==> config.mk <==
export PLATFORM = sky130hd
export DESIGN_NAME = stsc_queue
export DESIGN_NICKNAME = d
export VERILOG_FILES = /design/src/hdl/stsc_pkg.sv /design/src/hdl/stsc_queue.sv
export SDC_FILE = /design/constraint.sdc
export NUM_CORES = 1
export LEC_CHECK = 0
export ABC_AREA = 1
export BUFFER_PORTS_ARGS = -buffer_cell sky130_fd_sc_hd__buf_2
export CELL_PAD_IN_SITES_DETAIL_PLACEMENT = 1
export CELL_PAD_IN_SITES_GLOBAL_PLACEMENT = 2
export CORE_MARGIN = 4
export CORE_UTILIZATION = 40
export CTS_CLUSTER_DIAMETER = 200
export DETAILED_ROUTE_END_ITERATION = 16
export MAX_ROUTING_LAYER = met4
export PLACE_DENSITY_LB_ADDON = 0.1
export SETUP_SLACK_MARGIN = 0.05
export SLEW_MARGIN = 20
export SYNTH_ARGS = -nofsm -noshare
export SYNTH_HDL_FRONTEND = slang
export SYNTH_SLANG_ARGS = --single-unit
==> constraint.sdc <==
create_clock -name clk -period 3 [get_ports clk]
set_input_delay 0.15 -clock clk [delete_from_list [all_inputs] [get_ports clk]]
set_output_delay 0.15 -clock clk [all_outputs]
set_load 0.05 [all_outputs]
==> src/hdl/stsc_pkg.sv <==
// Shared constants, types and the slot hash of the subarray target sum counter.
`default_nettype none

package stsc_pkg;

	// Array and table dimensions.
	localparam int MAX_LEN     = 1024;
	localparam int TABLE_SIZE  = 2048;  // power of two: probing wraps by carry
	localparam int VALUE_BITS  = 16;    // significant bits of an element

	// Field widths fixed by the interface.
	localparam int ELEM_BITS   = 16;
	localparam int TARGET_BITS = 27;
	localparam int SUM_BITS    = 27;
	localparam int DIFF_BITS   = SUM_BITS + 1;
	localparam int COUNT_BITS  = 20;
	localparam int TALLY_BITS  = 11;

	// Derived sizes.
	localparam int LEN_BITS    = $clog2(MAX_LEN + 1);
	localparam int TBL_AW      = $clog2(TABLE_SIZE);
	localparam int OCC_BITS    = $clog2(TABLE_SIZE + 1);
	localparam int EPOCH_BITS  = 8;
	localparam int QUEUE_DEPTH = 4;

	localparam logic [COUNT_BITS-1:0] COUNT_MAX = '1;
	localparam logic [TALLY_BITS-1:0] TALLY_MAX = '1;

	// One classified element on its way from the front to the back.
	typedef struct packed {
		logic                        active;      // within the first MAX_LEN elements
		logic                        last;
		logic signed [DIFF_BITS-1:0] lookup_key;  // prefix sum minus target
		logic signed [SUM_BITS-1:0]  record_key;  // new prefix sum
	} stsc_item_t;

	// One hash table entry; it is live only when its epoch is the current one.
	typedef struct packed {
		logic [EPOCH_BITS-1:0] epoch;
		logic [SUM_BITS-1:0]   key;
		logic [TALLY_BITS-1:0] tally;
	} stsc_entry_t;

	localparam int ENTRY_BITS = $bits(stsc_entry_t);

	// Status of the back end as seen by the front end.
	typedef struct packed {
		logic clearing;
		logic idle;
	} stsc_back_stat_t;

	// XOR fold of the key onto the table address.
	function automatic logic [TBL_AW-1:0] slot_hash(input logic [SUM_BITS-1:0] key);
		logic [TBL_AW-1:0] h;
		h = '0;
		for (int i = 0; i < SUM_BITS; i++) begin
			h[i % TBL_AW] = h[i % TBL_AW] ^ key[i];
		end
		return h;
	endfunction

endpackage

`default_nettype wire

==> src/hdl/stsc_queue.sv <==
// Short item queue between the front end and the back end.
`default_nettype none

module stsc_queue import stsc_pkg::*; (
	input  logic       clk,
	input  logic       arst_n,
	input  logic       push,
	input  stsc_item_t item_in,
	input  logic       pop,
	output stsc_item_t head,
	output logic       full,
	output logic       empty
);

	localparam int QA = $clog2(QUEUE_DEPTH);
	localparam int QC = $clog2(QUEUE_DEPTH + 1);

	stsc_item_t     slot_q [QUEUE_DEPTH];
	logic [QA-1:0]  wr_ptr_q;
	logic [QA-1:0]  rd_ptr_q;
	logic [QC-1:0]  count_q;

	assign full  = count_q == QC'(QUEUE_DEPTH);
	assign empty = count_q == '0;
	assign head  = slot_q[rd_ptr_q];

	always_ff @(posedge clk) begin
		if (push) begin
			slot_q[wr_ptr_q] <= item_in;
		end
	end

	always_ff @(posedge clk or negedge arst_n) begin
		if (!arst_n) begin
			wr_ptr_q <= '0;
			rd_ptr_q <= '0;
			count_q  <= '0;
		end else begin
			if (push) begin
				wr_ptr_q <= (wr_ptr_q == QA'(QUEUE_DEPTH - 1)) ? '0 : wr_ptr_q + 1'b1;
			end
			if (pop) begin
				rd_ptr_q <= (rd_ptr_q == QA'(QUEUE_DEPTH - 1)) ? '0 : rd_ptr_q + 1'b1;
			end
			if (push && !pop) begin
				count_q <= count_q + 1'b1;
			end else if (pop && !push) begin
				count_q <= count_q - 1'b1;
			end
		end
	end

endmodule

`default_nettype wire

==> results of run 1 <==
## cell usage after synthesis
| cell | instances | area [um^2] |
|---|---|---|
| buf_2 | 13 | 65.06 |
| buf_4 | 7 | 52.55 |
| buf_6 | 12 | 135.1 |
| clkbuf_1 | 5 | 18.77 |
| dfrtp_1 | 7 | 175.2 |
| edfxtp_1 | 228 | 6847 |
| fa_1 | 1 | 20.02 |
| ha_1 | 6 | 75.07 |
| inv_1 | 125 | 469.2 |
| inv_2 | 2 | 7.510 |
| nand2_1 | 186 | 698.2 |
| nand3_1 | 1 | 5.000 |
| nand4_1 | 1 | 6.260 |
| nor2_1 | 2 | 7.510 |
| nor3_1 | 2 | 10.01 |
| o211ai_1 | 104 | 780.8 |
| o211ai_2 | 10 | 125.1 |
| o21ai_0 | 3 | 15.01 |
| o21ai_1 | 1 | 5.000 |
| xnor2_1 | 1 | 8.760 |
## worst min path at each step
stage                           start       endpoint  slack, ns  depth (start not counted)
after floorplan                arst_n     count_q[0]      -0.15                          0
after global routing      item_in[29]  slot_q[1][29]       0.38                          2
final                     item_in[49]  slot_q[1][49]       0.39                          2
after detailed placement       arst_n     count_q[0]      0.003                          1
after global placement         arst_n     count_q[0]      0.005                          1
after CTS                 item_in[52]  slot_q[1][52]       0.35                          2
## metal layers
metal / routed length, um / up-vias / share of wire, % / track usage (%)
li1: - / 2864 / - / -
met1: 9138 / 2914 / 43 / 20.15
met2: 10670 / 100 / 51 / 28.46
met3: 930 / 27 / 4.4 / 2.943
met4: 389 / 0 / 1.8 / 3.960
met5: 0 / - / 0 / -
## layout make-up
| class | instances | area share [%] |
|---|---|---|
| antenna | 1 | 0.02125 |
| multi-input combinational | 318 | 14.92 |
| timing repair buffer | 193 | 11.49 |
| sequential | 235 | 59.63 |
| tap | 319 | 3.389 |
| clock buffer | 35 | 5.992 |
| clock inverter | 12 | 0.4674 |
| inverter | 127 | 4.090 |
## report_power, final
group          leakage [nW]  switching (mW)  internal, mW
sequential             2.18           0.158          4.21
combinational          2.25            3.83          1.14
clock                 0.373            1.19          1.64
total                  4.80            5.18          7.00
## per-stage QoR
step,instances,hold slack (ns)
floorplan,717,-0.1456
global placement,1131,0.004750
detailed placement,1131,0.002914
CTS,1239,0.3501
global route,1240,0.3817
finish,1240,0.3874
## cell families (layout without fill, tap and decap cells)
group	count (synthesis)	after routing
flip-flops	235	235
AND/OR/NAND/NOR	192	192
buffers and inverters	164	367
AO/OA/AOI/OAI	118	118
adder cells (fa/ha/maj)	7	7
XOR/XNOR	1	1
other	0	1
## sequential cells by signal (all words and copies together), names as in the netlist
signal	flops
slot_q	228
count_q	3
rd_ptr_q	2
wr_ptr_q	2
## worst max-delay path, stage by stage, from the launching register on
cell,delay (ns)
dfrtp_1,0.43
inv_6,0.36
buf_4,0.45
o211ai_1,0.15
nand2_1,0.13
buf_2,0.27
## what timing repair did
| item | in CTS | in global routing |
|---|---|---|
| buffers inserted | 0 | 0 |
| resized for setup | 0 | 0 |
| endpoints found under the hold margin | 239 | 0 |
| hold buffers | 61 | 0 |
==> impl_metrics.toml, run 1 <==
[outcome]
outcome = "completed"

[synthesis]
synth_xor_xnor_area_share_pct = 0.09194
synth-simple-area-share_pct = 7.631
yosysSeqAreaShare_pct = 73.71
synth_mux_area_share_pct = 0
syn_nets = 785
ys_ff_latch = 235
synth_compound_area_share_pct = 9.719
synth_top_family_by_area = "compound AO/OA/AOI/OAI gates"
synth_warnings = 0
syn_inst = 717
synth_cell_type_count = 20
synth.avg_cell_area_um2 = 13.29
syn_area_um2 = 9527
synth_fa_ha_area_share_pct = 0.9982

[route]
remaining_drc_errors = 0
postRouteAntennaNets = 0
drtIter0Drc = 253
wl_per_cell_um = 17.04
viasPerCell = 4.762
routed-via-count = 5905
drt-total-wl_mm = 21.13
firstDrtPassIters = 4

[clock_network]
clk_path_buf_depth = 3
clk_latency_ns = 0.51
path_clk_slew_ns = 0.06
clkSinkCount = 235
cts_tree = "yes"
root_buffer = "clkbuf_16"
cts_max_level = 1
cts_buffers = 26

[placement]
placed_cell_area_um2 = 10400
dp_hpwl_mm = 12.27
pre_cts_ws_ns = 1.029
gp_congestion = 0.7429
io_buffer_count = 119

[cells_and_area]
multi_input_area_um2 = 1757
final_util_pct = 50.18
num-fill-cells = 2393
layout-drive-gt1-share_pct = 19.67
finalInstanceArea_um2 = 11780
layout_common_cells = "edfxtp_1 (228), nand2_1 (186), inv_1 (121)"
area_growth_pct = 23.63
layout.nets = 969
final_common_cell = "edfxtp_1"
regArea_um2 = 7023

[timing]
tns_ns = 0
setup_violations = 0
final.setup.worst_slack_ns = 0.5064
rsz0062_at_grt = "false"
drv_slew = 0
relSlewSlack_pct = 46.43
fin_skew_ns = 0.01048
fin_crit_sh_pct = 83.12
hold_violations = 0
min_period_ns = 2.494
fmax_mhz = 401.0
worst_pin_slew_ns = 0.8036

[die]
rows = 56
io_pins = 120
coreArea_um2 = 23470
dieArea_um2 = 26350
initial_core_util_pct = 40.59
die_w_um = 162.3
die_height_um = 162.3

[global_route]
grt_pass1_wl_mm = 33.31
overflow = 0
grt_usage_pct = 16.42
antenna_found_initial = 1
grt_pass1_vias = 6356
grt_start_max_net_pins = 68

[power]
power_mw = 12.18
p_leak_nw = 4.802
pwr_density_cell_nw_per_um2 = 1034
vdd_drop_max_mv = 0.4629

[job]
max-cap-violations = 0

[setup_path]
end_kind = "output pin"
path_max_fanout = 62
critical_path.startpoint = "rd_ptr_q[0]"
critPathArrivalTime_ns = 2.34
r2r_start = "wr_ptr_q[0]"
endpoint = "head[7]"
critPathKind = "register to output pin"
start_kind = "register"
regToRegEndpoint = "slot_q[3][42]"
ff2ff_path_depth = 4
required_ns = 2.85
r2r_slack_ns = 1.22

[min_path]
hold_path.class = "input pin to register"
(Power assumes the default switching activity.)
==> inputs of run 2 (changes only) <==
--- a/config.mk
+++ b/config.mk
@@ -10,7 +10,7 @@
 export CELL_PAD_IN_SITES_DETAIL_PLACEMENT = 1
 export CELL_PAD_IN_SITES_GLOBAL_PLACEMENT = 2
 export CORE_MARGIN = 4
-export CORE_UTILIZATION = 40
+export CORE_UTILIZATION = 36
 export CTS_CLUSTER_DIAMETER = 200
 export DETAILED_ROUTE_END_ITERATION = 16
 export MAX_ROUTING_LAYER = met4
==> constraint.sdc (replaced) <==
create_clock -name clk -period 2 [get_ports clk]
set_input_delay 0.1 -clock clk [delete_from_list [all_inputs] [get_ports clk]]
set_output_delay 0.1 -clock clk [all_outputs]
set_load 0.05 [all_outputs]
==> run 2 against run 1 <==
Effect of this change:
- die area rose by 11%
- power is 68% higher
- critical path depth is 2 higher
- highest routed layer unchanged
- sequential cell count unchanged
- critical path type unchanged
- largest power group unchanged
==> impl_metrics.toml, run 2 (synthesis gave the netlist of run 1 again) <==
[outcome]
outcome = "completed"

[clock_network]
root_buffer = "clkbuf_16"
clk_path_buf_depth = 3
clk_latency_ns = 0.52
path_clk_slew_ns = 0.06
cts_max_level = 1
cts_tree = "yes"
cts_buffers = 27
clkSinkCount = 235

[timing]
hold_violations = 0
final.setup.worst_slack_ns = 0.07604
tns_ns = 0
fin_crit_sh_pct = 96.20
setup_violations = 0
fmax_mhz = 519.8
min_period_ns = 1.924
relSlewSlack_pct = 73.91
drv_slew = 0
worst_pin_slew_ns = 0.3901
rsz0062_at_grt = "true"
fin_skew_ns = 0.01170

[cells_and_area]
num-fill-cells = 2649
layout.nets = 991
final_common_cell = "edfxtp_1"
layout-drive-gt1-share_pct = 22.53
final_util_pct = 48.13
n_antenna_cell = 0
largest_register = "slot_q"
largest_reg_flops = 228
area_growth_pct = 31.65
reg_top3 = "slot_q x228, count_q x3"
layout_common_cells = "edfxtp_1 (228), nand2_1 (186), inv_1 (121)"
stdcell_count = 1276

[die]
die_height_um = 170.7
io_pins = 120
die_w_um = 170.7
initial_core_util_pct = 36.56
dieArea_um2 = 29130
rows = 59
coreArea_um2 = 26060

[min_path]
whs_path_depth = 2
min_to = "slot_q[0][0]"
min_from = "item_in[0]"
hold_path.class = "input pin to register"

[global_route]
overflow = 0
grt_pass1_vias = 6538
grt_usage_pct = 15.91
grt_pass1_wl_mm = 35.63
grt_start_max_net_pins = 36
antenna_found_initial = 0

[route]
firstDrtPassIters = 4
postRouteAntennaNets = 0
drtIter0Drc = 246
viasPerCell = 4.745
drt-total-wl_mm = 22.84
wl_per_cell_um = 17.90
remaining_drc_errors = 0
routed-via-count = 6054

[setup_path]
required_ns = 1.90
critPathArrivalTime_ns = 1.82
slowest_delay_ns = 0.42
end_kind = "output pin"
ff2ff_path_depth = 4
critPathKind = "register to output pin"
critPathBufInv = 4
start_kind = "register"
cp_cell_sequence = "buf_12, inv_16, buf_12, nand2_1, o211ai_1, nand2_1, buf_4"
crit_family = "buffers and inverters"
slowest_stage = "dfrtp_2"
r2r_slack_ns = 0.37
r2r_start = "wr_ptr_q[0]"
path_max_fanout = 26
regToRegEndpoint = "slot_q[3][15]"

[power]
vdd_drop_max_mv = 1.039
p_leak_nw = 5.086
pwr_density_cell_nw_per_um2 = 1629
power_mw = 20.44

[job]
max-cap-violations = 0

[placement]
io_buffer_count = 119
gp_congestion = 0.7289
dp_hpwl_mm = 13.72
pre_cts_ws_ns = 0.3384
dp_cells = 1159
## run 2: per-layer routing
layer	track usage (%)	routed length, um
met5	-	0
met4	3.056	319
met3	2.565	970
met2	28.51	11890
met1	19.18	9660
## run 2: report_power, final
| part | internal (mW) | switching, mW |
|---|---|---|
| logic | 2.69 | 6.05 |
| registers | 6.31 | 0.241 |
| clock network | 3.24 | 1.90 |
## run 2: through the flow
| stage | cell area [um^2] | hold slack [ns] |
|---|---|---|
| after floorplan | 9542 | -0.1956 |
| after global placement | 10650 | -0.04507 |
| after detailed placement | 10650 | -0.04658 |
| after CTS | 12270 | 0.3050 |
| after global routing | 12540 | 0.3232 |
| final | 12540 | 0.3242 |
## run 2: repair_timing
action | in CTS | in global routing
hold buffers | 61 | 0
setup endpoints to repair | 54 | 45
pin swaps | 0 | 5
setup buffers | 2 | 1
cloned | 2 | 4
hold endpoints to repair | 239 | 0
gates resized for setup | 13 | 93
## run 2: final cells by class
class                      instances  area (um^2)  area share, %
tap                              335        419.2          3.342
sequential                       235         7024          56.01
clock buffer                      31        690.7          5.507
timing repair inverter             3        36.28         0.2893
multi-input combinational        318         1757          14.01
timing repair buffer             211         1868          14.89
inverter                         127        508.0          4.050
clock inverter                    16        239.0          1.905
## run 2: how the worst max path moves through the flow
stage	startpoint	to	cells past startpoint
finish	rd_ptr_q[0]	head[12]	7
global placement	wr_ptr_q[0]	slot_q[3][3]	4
CTS	rd_ptr_q[1]	head[49]	5
detailed placement	wr_ptr_q[1]	slot_q[1][3]	5
floorplan	wr_ptr_q[0]	slot_q[0][0]	4
global route	rd_ptr_q[0]	head[9]	7
==> inputs of run 3 (changes only) <==
--- a/config.mk
+++ b/config.mk
@@ -9,7 +9,7 @@
 export BUFFER_PORTS_ARGS = -buffer_cell sky130_fd_sc_hd__buf_2
 export CELL_PAD_IN_SITES_DETAIL_PLACEMENT = 1
 export CELL_PAD_IN_SITES_GLOBAL_PLACEMENT = 2
-export CORE_MARGIN = 4
+export CORE_MARGIN = 1.5
 export CORE_UTILIZATION = 36
 export CTS_CLUSTER_DIAMETER = 200
 export DETAILED_ROUTE_END_ITERATION = 16
==> run 3 against run 2 <==
Effect of this change:
- combinational power up 11%
- largest cell class unchanged
- first-iteration DRC count down 19%
- sequential power about the same
- largest power group unchanged
- fmax down 0.92%
==> impl_metrics.toml, run 3 (synthesis gave the netlist of run 1 again) <==
[route]
routed-via-count = 6149
drt-total-wl_mm = 23.83
viasPerCell = 4.778
postRouteAntennaNets = 0
remaining_drc_errors = 0
wl_per_cell_um = 18.52
drtIter0Drc = 200
firstDrtPassIters = 5

[timing]
drv_slew = 0
hold_violations = 0
fin_crit_sh_pct = 97.09
fin_skew_ns = 0.005454
min_period_ns = 1.942
rsz0062_at_grt = "true"
relSlewSlack_pct = 72.43
worst_pin_slew_ns = 0.4136
fmax_mhz = 515.0
setup_violations = 0
final.setup.worst_slack_ns = 0.05814

[clock_network]
clkSinkCount = 235
path_clk_slew_ns = 0.06
clk_latency_ns = 0.52
clk_path_buf_depth = 3
cts_buffers = 26
cts_max_level = 1
root_buffer = "clkbuf_16"
cts_tree = "yes"

[global_route]
overflow = 0
antenna_found_initial = 0
grt_start_max_net_pins = 58
grt_pass1_vias = 6458
grt_usage_pct = 16.52
grt_pass1_wl_mm = 34.56

[setup_path]
ff2ff_path_depth = 5
end_kind = "output pin"
start_kind = "register"
path_max_fanout = 9
required_ns = 1.90
regToRegEndpoint = "slot_q[2][6]"
r2r_start = "wr_ptr_q[0]"
critPathKind = "register to output pin"
critPathArrivalTime_ns = 1.84
r2r_slack_ns = 0.33

[power]
vdd_drop_max_mv = 0.8470
pwr_density_cell_nw_per_um2 = 1651
pwr-share-clk_pct = 23.9
p_int_mw = 12.88
p_comb_share_pct = 45.4
p_sw_mw = 8.470
p_leak_nw = 5.260
pwr-share-seq_pct = 30.7
p_sw_share_pct = 39.66

[placement]
pre_cts_ws_ns = 0.3323
gp_congestion = 0.7204
io_buffer_count = 119
dp_hpwl_mm = 13.23

[die]
dieArea_um2 = 27450
io_pins = 120
die_w_um = 165.7
initial_core_util_pct = 36.66
rows = 59
coreArea_um2 = 25980
die_height_um = 165.7

[job]
max-cap-violations = 0

[cells_and_area]
final_util_pct = 49.77
largest_reg_flops = 228
layout-drive-gt1-share_pct = 23.42
layout_common_cells = "edfxtp_1 (228), nand2_1 (180), inv_1 (121)"
area_growth_pct = 35.76
largest_register = "slot_q"
reg_top3 = "slot_q x228, count_q x3"
final_common_cell = "edfxtp_1"
layout.nets = 1000
n_antenna_cell = 0

[min_path]
whs_path_depth = 2
min_from = "item_in[33]"
min_to = "slot_q[0][33]"
hold_path.class = "input pin to register"

[outcome]
outcome = "completed"
run 3: changes by cell type in the layout (fill, tap and decap cells not counted), moves of 3 or more:
| cell | change |
|---|---|
| buf_6 | +28 |
| buf_4 | -16 |
| clkbuf_4 | -8 |
| clkbuf_16 | +7 |
| buf_2 | -6 |
| nand2_1 | -6 |
| nand2_2 | +6 |
| clkinv_1 | +5 |
| buf_16 | +3 |
| clkinvlp_4 | -3 |
run 3: worst max-delay path: stages (launching register included):
cell and delay [ns]:
dfrtp_2 0.44, buf_12 0.17, inv_16 0.11, clkbuf_16 0.17, nand2_1 0.06, o211ai_1 0.09, nand2_1 0.10, buf_6 0.16
run 3: worst max-delay path by stage:
stage / start / endpoint / slack (ns) / cells after the start
3_3_place_gp: wr_ptr_q[0] / slot_q[3][22] / 0.36 / 4
6_report: rd_ptr_q[0] / head[18] / 0.06 / 7
2_1_floorplan: wr_ptr_q[0] / slot_q[0][0] / 0.07 / 4
4_1_cts: rd_ptr_q[0] / head[17] / 0.03 / 5
3_5_place_dp: wr_ptr_q[0] / slot_q[2][19] / 0.33 / 5
5_1_grt: rd_ptr_q[0] / head[52] / -0.05 / 6
run 3: area by class of cell:
type | instances | area, um^2
inverter | 127 | 510.5
fill | 2648 | 13050
tap | 335 | 419.2
multi-input combinational | 318 | 1772
timing repair buffer | 220 | 2241
clock inverter | 16 | 221.5
timing repair inverter | 4 | 51.30
clock buffer | 32 | 694.4
sequential | 235 | 7024
run 3: what timing repair did:
item / in CTS / in global routing
pin swaps: 3 / 20
endpoints found under the hold margin: 239 / 0
gates resized for setup: 58 / 96
hold buffers: 61 / 0
endpoints found under the setup margin: 53 / 52
gates cloned: 3 / 16
setup buffers: 2 / 2
run 3: power by group through the flow:
stage,Sequential (mW),Clock (mW),Combinational (mW)
finish,6.56,5.09,9.70
global placement,6.61,0,7.61
CTS,6.57,5.23,8.48
global route,6.63,5.38,10.3
detailed placement,6.66,0,7.76
floorplan,6.61,0,5.73
run 3: layer usage:
layer	global-route usage, %	vias up	wire length, um	share of wire, %
met5	-	-	0	0
met4	3.878	0	298	1.3
met3	2.915	26	861	3.6
met2	28.50	109	12130	51
met1	20.19	3079	10550	44
li1	-	2935	-	-
run 3: per-stage QoR:
step	hold WS (ns)	instance area [um^2]	power (mW)	std cells	setup TNS [ns]
final	0.3275	12930	21.35	1287	0
after detailed placement	-0.04899	10600	14.42	1155	0
after floorplan	-0.1956	9542	12.34	717	0
after CTS	0.3125	12360	20.28	1269	0
after global placement	-0.05417	10600	14.22	1155	0
after global routing	0.3201	12930	22.32	1287	-0.3266
